<file path="src/fta_pkg.sv">
// Shared types and constants for the frame-time moving average block.
`default_nettype none

package fta_pkg;

  localparam int DUR_W = 24;
  localparam int CFG_W = 8;
  localparam logic [CFG_W-1:0] RESET_WINDOW = 8'd90;
  localparam logic [DUR_W-1:0] DUR_MAX = 24'hFF_FFFF;

  typedef enum logic [2:0] {
    ST_CLEAR,
    ST_IDLE,
    ST_READ,
    ST_UPDATE,
    ST_DIV,
    ST_OUT
  } state_t;

  typedef struct packed {
    logic clear;
    logic accept;
    logic update;
    logic load;
  } cmd_t;

  typedef struct packed {
    logic clear_last;
    logic div_done;
    logic out_free;
  } status_t;

endpackage

`default_nettype wire

</file>
<file path="src/fta_ram.sv">
// Generic single-write, single-read RAM with registered read data.
`default_nettype none

module fta_ram #(
  parameter int WIDTH = 24,
  parameter int DEPTH = 128
) (
  input  wire logic                     clk,
  input  wire logic                     wr_en,
  input  wire logic [$clog2(DEPTH)-1:0] wr_addr,
  input  wire logic [WIDTH-1:0]         wr_data,
  input  wire logic [$clog2(DEPTH)-1:0] rd_addr,
  output logic      [WIDTH-1:0]         rd_data
);

  logic [WIDTH-1:0] mem [DEPTH];

  always_ff @(posedge clk) begin
    if (wr_en) begin
      mem[wr_addr] <= wr_data;
    end
    rd_data <= mem[rd_addr];
  end

endmodule

`default_nettype wire

</file>
<file path="src/fta_div.sv">
// Restoring divider, one quotient bit per cycle.
`default_nettype none

module fta_div #(
  parameter int DIVIDEND_W = 31,
  parameter int DIVISOR_W  = 8
) (
  input  wire logic                  clk,
  input  wire logic                  rst,
  input  wire logic                  start,
  input  wire logic [DIVIDEND_W-1:0] dividend,
  input  wire logic [DIVISOR_W-1:0]  divisor,
  output logic                       done,
  output logic      [DIVIDEND_W-1:0] quotient
);

  localparam int CNT_W = $clog2(DIVIDEND_W + 1);

  logic [CNT_W-1:0]     cnt;
  logic [DIVISOR_W-1:0] dvs;
  logic [DIVISOR_W-1:0] rem;
  logic [DIVISOR_W:0]   partial;
  logic [DIVISOR_W:0]   diff;
  logic                 ge;

  assign partial = {rem, quotient[DIVIDEND_W-1]};
  assign ge      = partial >= {1'b0, dvs};
  assign diff    = partial - {1'b0, dvs};
  assign done    = (cnt == '0);

  always_ff @(posedge clk) begin
    if (rst) begin
      cnt <= '0;
    end else if (start) begin
      cnt <= CNT_W'(DIVIDEND_W);
    end else if (!done) begin
      cnt <= cnt - CNT_W'(1);
    end
  end

  always_ff @(posedge clk) begin
    if (start) begin
      dvs      <= divisor;
      rem      <= '0;
      quotient <= dividend;
    end else if (!done) begin
      rem      <= ge ? diff[DIVISOR_W-1:0] : partial[DIVISOR_W-1:0];
      quotient <= {quotient[DIVIDEND_W-2:0], ge};
    end
  end

endmodule

`default_nettype wire

</file>
<file path="src/fta_datapath.sv">
// Datapath: window register, sample ring, running sum, divider and output word.
`default_nettype none

module fta_datapath #(
  parameter int MAX_WINDOW = 128
) (
  input  wire logic                       clk,
  input  wire logic                       rst,
  input  wire fta_pkg::cmd_t              cmd,
  output fta_pkg::status_t                status,
  input  wire logic                       window_size_wr,
  input  wire logic [fta_pkg::CFG_W-1:0]  window_size,
  input  wire logic [fta_pkg::DUR_W-1:0]  frame_duration,
  output logic                            out_valid,
  input  wire logic                       out_stall,
  output logic      [fta_pkg::DUR_W-1:0]  average_duration,
  output logic                            window_full
);

  localparam int IDX_W = $clog2(MAX_WINDOW);
  localparam int DV_W  = $clog2(MAX_WINDOW + 1);
  localparam int SUM_W = fta_pkg::DUR_W + $clog2(MAX_WINDOW);
  localparam int CMP_W = (DV_W > fta_pkg::CFG_W) ? DV_W : fta_pkg::CFG_W;

  logic [fta_pkg::CFG_W-1:0] window_cfg;
  logic [DV_W-1:0]           size;
  logic [IDX_W-1:0]          write_index;
  logic [IDX_W-1:0]          idx_sel;
  logic [IDX_W-1:0]          idx;
  logic [DV_W-1:0]           idx_p1;
  logic [fta_pkg::DUR_W-1:0] dur;
  logic [SUM_W-1:0]          running_sum;
  logic [SUM_W-1:0]          sum_next;
  logic                      warming_up;
  logic                      warming_next;
  logic [DV_W-1:0]           divisor;
  logic [IDX_W-1:0]          clr_cnt;
  logic                      ram_we;
  logic [IDX_W-1:0]          ram_waddr;
  logic [fta_pkg::DUR_W-1:0] ram_wdata;
  logic [fta_pkg::DUR_W-1:0] old_dur;
  logic                      div_done;
  logic [SUM_W-1:0]          quotient;

  always_ff @(posedge clk) begin
    if (rst) begin
      window_cfg <= fta_pkg::RESET_WINDOW;
    end else if (window_size_wr) begin
      window_cfg <= window_size;
    end
  end

  always_comb begin
    if (window_cfg == '0) begin
      size = DV_W'(1);
    end else if (CMP_W'(window_cfg) > CMP_W'(MAX_WINDOW)) begin
      size = DV_W'(MAX_WINDOW);
    end else begin
      size = DV_W'(window_cfg);
    end
  end

  assign idx_sel      = (DV_W'(write_index) >= size) ? '0 : write_index;
  assign idx_p1       = DV_W'(idx) + DV_W'(1);
  assign sum_next     = running_sum - SUM_W'(old_dur) + SUM_W'(dur);
  assign warming_next = warming_up && (idx_p1 != size);
  assign divisor      = warming_next ? idx_p1 : size;

  always_ff @(posedge clk) begin
    if (cmd.accept) begin
      dur <= frame_duration;
      idx <= idx_sel;
    end
  end

  always_ff @(posedge clk) begin
    if (rst) begin
      running_sum <= '0;
      write_index <= '0;
      warming_up  <= 1'b1;
    end else if (cmd.update) begin
      running_sum <= sum_next;
      warming_up  <= warming_next;
      write_index <= (idx_p1 >= size) ? '0 : IDX_W'(idx_p1);
    end
  end

  always_ff @(posedge clk) begin
    if (rst) begin
      clr_cnt <= '0;
    end else if (cmd.clear) begin
      clr_cnt <= clr_cnt + IDX_W'(1);
    end
  end

  assign ram_we    = cmd.clear || cmd.update;
  assign ram_waddr = cmd.clear ? clr_cnt : idx;
  assign ram_wdata = cmd.clear ? '0 : dur;

  fta_ram #(
    .WIDTH (fta_pkg::DUR_W),
    .DEPTH (MAX_WINDOW)
  ) u_ring (
    .clk     (clk),
    .wr_en   (ram_we),
    .wr_addr (ram_waddr),
    .wr_data (ram_wdata),
    .rd_addr (idx),
    .rd_data (old_dur)
  );

  fta_div #(
    .DIVIDEND_W (SUM_W),
    .DIVISOR_W  (DV_W)
  ) u_div (
    .clk      (clk),
    .rst      (rst),
    .start    (cmd.update),
    .dividend (sum_next),
    .divisor  (divisor),
    .done     (div_done),
    .quotient (quotient)
  );

  always_ff @(posedge clk) begin
    if (rst) begin
      out_valid   <= 1'b0;
      window_full <= 1'b0;
    end else if (cmd.load) begin
      out_valid   <= 1'b1;
      window_full <= !warming_up;
    end else if (!out_stall) begin
      out_valid <= 1'b0;
    end
  end

  always_ff @(posedge clk) begin
    if (cmd.load) begin
      average_duration <= (quotient[SUM_W-1:fta_pkg::DUR_W] != '0) ?
                          fta_pkg::DUR_MAX : quotient[fta_pkg::DUR_W-1:0];
    end
  end

  assign status.clear_last = (clr_cnt == IDX_W'(MAX_WINDOW - 1));
  assign status.div_done   = div_done;
  assign status.out_free   = !out_valid || !out_stall;

endmodule

`default_nettype wire

</file>
<file path="src/fta_ctrl.sv">
// Controller: sequences clearing pass, ring read, update, divide and output load.
`default_nettype none

module fta_ctrl (
  input  wire logic              clk,
  input  wire logic              rst,
  input  wire logic              in_valid,
  output logic                   in_stall,
  input  wire fta_pkg::status_t  status,
  output fta_pkg::cmd_t          cmd
);

  fta_pkg::state_t state;
  fta_pkg::state_t state_next;

  always_ff @(posedge clk) begin
    if (rst) begin
      state <= fta_pkg::ST_CLEAR;
    end else begin
      state <= state_next;
    end
  end

  always_comb begin
    state_next = state;
    unique case (state)
      fta_pkg::ST_CLEAR: begin
        if (status.clear_last) state_next = fta_pkg::ST_IDLE;
      end
      fta_pkg::ST_IDLE: begin
        if (in_valid) state_next = fta_pkg::ST_READ;
      end
      fta_pkg::ST_READ:   state_next = fta_pkg::ST_UPDATE;
      fta_pkg::ST_UPDATE: state_next = fta_pkg::ST_DIV;
      fta_pkg::ST_DIV: begin
        if (status.div_done) state_next = fta_pkg::ST_OUT;
      end
      fta_pkg::ST_OUT: begin
        if (status.out_free) state_next = fta_pkg::ST_IDLE;
      end
      default: state_next = fta_pkg::ST_CLEAR;
    endcase
  end

  always_comb begin
    cmd      = '0;
    in_stall = 1'b1;
    unique case (state)
      fta_pkg::ST_CLEAR:  cmd.clear = 1'b1;
      fta_pkg::ST_IDLE: begin
        in_stall   = 1'b0;
        cmd.accept = in_valid;
      end
      fta_pkg::ST_READ:   ;
      fta_pkg::ST_UPDATE: cmd.update = 1'b1;
      fta_pkg::ST_DIV:    ;
      fta_pkg::ST_OUT:    cmd.load = status.out_free;
      default:            ;
    endcase
  end

endmodule

`default_nettype wire

</file>
<file path="src/frame_time_moving_average_core.sv">
// Top level of the frame-time moving average block.
//
// Input channel: frame_duration words (unsigned microseconds) on in_valid /
// in_stall. Output channel: average_duration and window_full on out_valid /
// out_stall. window_size is loaded whenever window_size_wr is high.
//
// Each word runs through one ring read, one sum update and a bit-serial
// restoring divide of the running sum (24 + log2(MAX_WINDOW) steps, 31 at the
// default size). The result is then loaded into the output register, and the
// next word can be taken in the cycle after the result is loaded, so the block
// does not take a new word before it is through with the last.
//
// After reset the block walks the ring once to zero it, holding in_stall high;
// window_size returns to 90. While the receiver stalls, the result holds in
// the output register; the block finishes the next word's divide and then
// waits for the register to free up.
`default_nettype none

module frame_time_moving_average_core #(
  parameter int MAX_WINDOW = 128
) (
  input  wire logic                      clk,
  input  wire logic                      rst,
  input  wire logic                      window_size_wr,
  input  wire logic [fta_pkg::CFG_W-1:0] window_size,
  input  wire logic                      in_valid,
  output logic                           in_stall,
  input  wire logic [fta_pkg::DUR_W-1:0] frame_duration,
  output logic                           out_valid,
  input  wire logic                      out_stall,
  output logic      [fta_pkg::DUR_W-1:0] average_duration,
  output logic                           window_full
);

  fta_pkg::cmd_t    cmd;
  fta_pkg::status_t status;

  fta_ctrl u_ctrl (
    .clk      (clk),
    .rst      (rst),
    .in_valid (in_valid),
    .in_stall (in_stall),
    .status   (status),
    .cmd      (cmd)
  );

  fta_datapath #(
    .MAX_WINDOW (MAX_WINDOW)
  ) u_dp (
    .clk              (clk),
    .rst              (rst),
    .cmd              (cmd),
    .status           (status),
    .window_size_wr   (window_size_wr),
    .window_size      (window_size),
    .frame_duration   (frame_duration),
    .out_valid        (out_valid),
    .out_stall        (out_stall),
    .average_duration (average_duration),
    .window_full      (window_full)
  );

  a_busy_after_accept: assert property (@(posedge clk) disable iff (rst)
    (in_valid && !in_stall) |=> in_stall)
    else $error("input taken again right after an accept");

  a_clear_after_reset: assert property (@(posedge clk)
    rst |=> in_stall)
    else $error("input open during clearing pass");

  a_full_sticky: assert property (@(posedge clk) disable iff (rst)
    !$fell(window_full))
    else $error("window_full dropped without reset");

  a_one_cmd: assert property (@(posedge clk) disable iff (rst)
    $onehot0({cmd.clear, cmd.accept, cmd.update, cmd.load}))
    else $error("overlapping datapath commands");

endmodule

`default_nettype wire
</file>
<file path="config.mk">
export PLATFORM = sky130hd
export DESIGN_NAME = frame_time_moving_average_core
export DESIGN_NICKNAME = d
export VERILOG_FILES = /design/src/fta_pkg.sv /design/src/fta_ram.sv /design/src/fta_div.sv /design/src/fta_datapath.sv /design/src/fta_ctrl.sv /design/src/frame_time_moving_average_core.sv
export SDC_FILE = /design/constraint.sdc
export NUM_CORES = 2
export LEC_CHECK = 0
export ABC_AREA = 1
export BUFFER_PORTS_ARGS = -buffer_cell sky130_fd_sc_hd__buf_2
export CAP_MARGIN = 15
export CORE_MARGIN = 1.5
export CORE_UTILIZATION = 44
export CTS_CLUSTER_DIAMETER = 50
export CTS_CLUSTER_SIZE = 25
export DETAILED_ROUTE_END_ITERATION = 12
export PLACE_DENSITY = 0.64
export SYNTH_ARGS = -nofsm -noshare
export SYNTH_HDL_FRONTEND = slang
export SYNTH_SLANG_ARGS = --single-unit
</file>
<file path="constraint.sdc">
create_clock -name clk -period 9.9 [get_ports clk]
set_input_delay 1.485 -clock clk [delete_from_list [all_inputs] [get_ports clk]]
set_output_delay 1.485 -clock clk [all_outputs]
set_load 0.02 [all_outputs]
</file>
==> summary.md <==
| Metric | Value |
|---|---|
| TritonCTS clock tree | built |
| Arr. time, crit path | 6.09 ns |
| Row cnt | 202 |
| Hold WC Path Type | reg2reg |
| Fmax | 188.8 MHz |
| Synthesized Nets | 12060 |
| Outcome | finished, final reports clean |
| MaxCap Viol Count | 0 |
| Clock-pin transition on the worst setup and hold timing paths | 0.07 ns |
| Seq/Total Area, Yosys | 72.04% |
| Largest net degree at the start of global routing | 206 |
| TNS Setup | 0 ns |
| Area Overhead vs Synth | 11.49% |
| Global route total overflow | 0 |
| Share of the synthesized area in the top cell type | 70.62% |
| Final hold slack | 0.4683 ns |
| Die area | a little over 300000 um^2 |
| Mean routed wirelength per cell | 24.33 um |
| Final hold violation count | 0 |
| Die W | 556.2 um |
| CTS buffer count | a little under 300 |
| Placed cells | 15655 |
| Via count | slightly above 90000 |
| Synthesized area | around 130000 um^2 |
| Skew-Pair Late Insertion Delay | 0.89 ns |
| Worst Setup Slack, final | 4.603 ns |
| Hold depth | 2 |
| Starting Density | 44.35% |
| Post-DRT Antenna Nets | 0 |
| Clock sinks | roughly 3300 |
| CP Launch Type | flop |
| DRC errors left | 0 |
| DR WL met3 | between 30000 and 40000 um |
| H-tree levels | 5 |
| Critical path peak fanout | a little under 90 |
| Wire length on met1 | 156200 um |
| DRT iter0 DRCs | roughly 12000 |
| Slew @ Worst Pin | 1.430 ns |
| Post-synth top area cell | edfxtp_1 |
| First-pass GRT wire length | 572600 um |
| Syn_area_per_cell | 11.28 um^2 |
| Ports | 64 |
| Synth top cells by count | 3166 x edfxtp_1, 3028 x nor2_1, 1858 x nand2_1 |
| Max clock buf depth | 4 |
| # setup viols final | 0 |
| Fin crit share | 53.51% |
| VDD IR max | about 0.14 mV |
| Req. time, crit path | 10.69 ns |
| Most numerous cell in the Yosys netlist | edfxtp_1 |
| RSZ-0062 raised after global routing | false |
| Global Route Usage Sum | 24.86% |
| Top layer in use | met5 |
| LEAKAGE | approximately 50 nW |
| Fraction of layout cells with a size suffix above 1 | 8.328% |
| Place WS | 4.746 ns |
| Worst Reg-to-Reg Cells | 16 |
| Ys async rst share | 0% |
| Post-CTS sizing | 0 |
| Vias in the first global route | 86342 |
| Ranking of synthesized cells by area | edfxtp_1 71%, nor2_1 8.4%, o21ai_0 5.2% |
| Die height | 556.2 um |
| Hold Buf Count CTS | 0 |
| I/O Buffers | 63 |
| WL final | 393800 um |
| End-of-flow core utilization | between 40% and 50% |
| Fin. max-slew vios | 0 |
| Crit. End Element | flop |
| Clock Skew | a little under 0.05 ns |
| Non-Filler Instances | 16190 |
| Post-CTS Setup Bufs | 0 |
| Vias/cell | 5.633 |
| Synth Instances | 11940 |
| Crit Path Class | reg2reg |
| Synth Flop Type | edfxtp_1 |
| Slew margin rel. | ~4.7% |
| Drt pass-1 iters | 6 |
| GPL Wtd Cong | between 0.8 and 0.9 |
| Post-DP HPWL | 213300 um |
| #FFs+latches synth | 3262 |
| Final nets | 11989 |
| CTS root buf | clkbuf_16 |
| PD cells | 184.2 nW/um^2 |
| Met2 WL | around 180000 um |
| Post-synth EDFFs | about 3200 |
| Core area | 303500 um^2 |
| Initial antenna violation count | 13 |
| Synth warn | 0 |
| Post-route minimum period | ~5.3 ns |
| Synth cell types | 49 |
==> metrics by stage <==
step / instance area (um^2) / total power, mW
finish: 150100 / 27.65
global route: 150100 / 28.35
CTS: 150100 / 27.77
detailed placement: 139800 / 15.90
global placement: 139800 / 15.87
floorplan: 134600 / 15.74
==> where the power goes <==
group	switching (mW)	internal [mW]	total (mW)
clock network	5.74	6.32	12.1
registers	0.0578	15.1	15.1
logic	0.317	0.145	0.462
==> final timing paths <==
| path | startpoint | endpoint | slack (ns) |
|---|---|---|---|
| worst min register to register | u_dp.running_sum[7] | u_dp.running_sum[7] | 0.47 |
| worst min-delay path | u_dp.running_sum[7] | u_dp.running_sum[7] | 0.47 |
| worst max register to register | u_dp.idx[0] | u_dp.u_ring.rd_data[19] | 4.60 |
| worst max-delay path | u_dp.idx[0] | u_dp.u_ring.rd_data[19] | 4.60 |
==> placed cells by master (no fill, tap or decap), types with 6 or more instances in the layout <==
cell type and count:
o21ai_0 1412, buf_4 232, nand3_1 588, inv_16 7, o211ai_1 94, nand4_1 16
inv_6 48, fa_1 25, ha_1 58, clkbuf_1 8, inv_8 43, clkinv_8 42
buf_2 63, inv_2 6, buf_12 22, clkinv_4 13, a21oi_1 166, nor3_1 20
dfxtp_1 96, nand2_1 1858, xor2_1 13, o21ai_1 174, nor2_2 123, nor2_4 36
nor2_1 2872, clkbuf_16 297, inv_1 418, o22ai_1 48, clkinv_1 39, clkinvlp_4 21
bufinv_16 18, edfxtp_1 3166, inv_12 10, diode_2 6, clkinv_2 11
==> flip-flops by register name (all words and copies together) (netlist names), 8 cells and up <==
name	count
u_dp.u_div.quotient	31
u_dp.u_ring.mem	3072
u_dp.u_ring.rd_data	24
u_dp.u_div.dvs	8
u_dp.u_div.rem	8
u_dp.window_cfg	8
u_dp.running_sum	31
u_dp.average_duration	24
u_dp.dur	24
==> kinds of logic after synthesis <==
family	Yosys count	synth area share, %
AO/OA/AOI/OAI	1908	7.350
XOR/XNOR	16	0.1041
adder cells (fa/ha/maj)	83	0.9108
buffers and inverters	1138	3.505
flip-flops	3262	72.04
AND/OR/NAND/NOR	5533	16.09
==> worst max-delay path: stages, from the launching register on <==
cell      delay, ns
edfxtp_1       0.32
buf_4          0.29
buf_4          0.83
buf_4          0.87
buf_4          0.74
nor2_1         0.11
nor2_1         0.12
o21ai_0        0.11
nand2_1        0.10
nand2_1        0.05
nand2_1        0.09
inv_1          0.04
nand2_1        0.13
nand2_1        0.15
nand3_1        0.45
nor2_1         0.33
nor2_1         0.20
==> metal layers <==
metal | GRT usage, % | vias to the layer above
met4 | 9.310 | 4
met2 | 39.58 | 4803
li1 | - | 40973
met3 | 4.117 | 678
met5 | 0 | -
met1 | 34.27 | 44747
==> area by class of cell <==
| class | count | area, um^2 |
|---|---|---|
| fillers | 26186 | 153400 |
| flip-flops and latches | 3262 | 96990 |
| multi-input cells | 7540 | 33500 |
| clock buffers | 305 | 7462 |
| well taps | 4080 | 5105 |
| clock inverters | 222 | 2754 |
| repair buffers | 319 | 2524 |
| inverters | 456 | 1753 |
| diodes | 6 | 15.01 |
(Power assumes the default switching activity.)
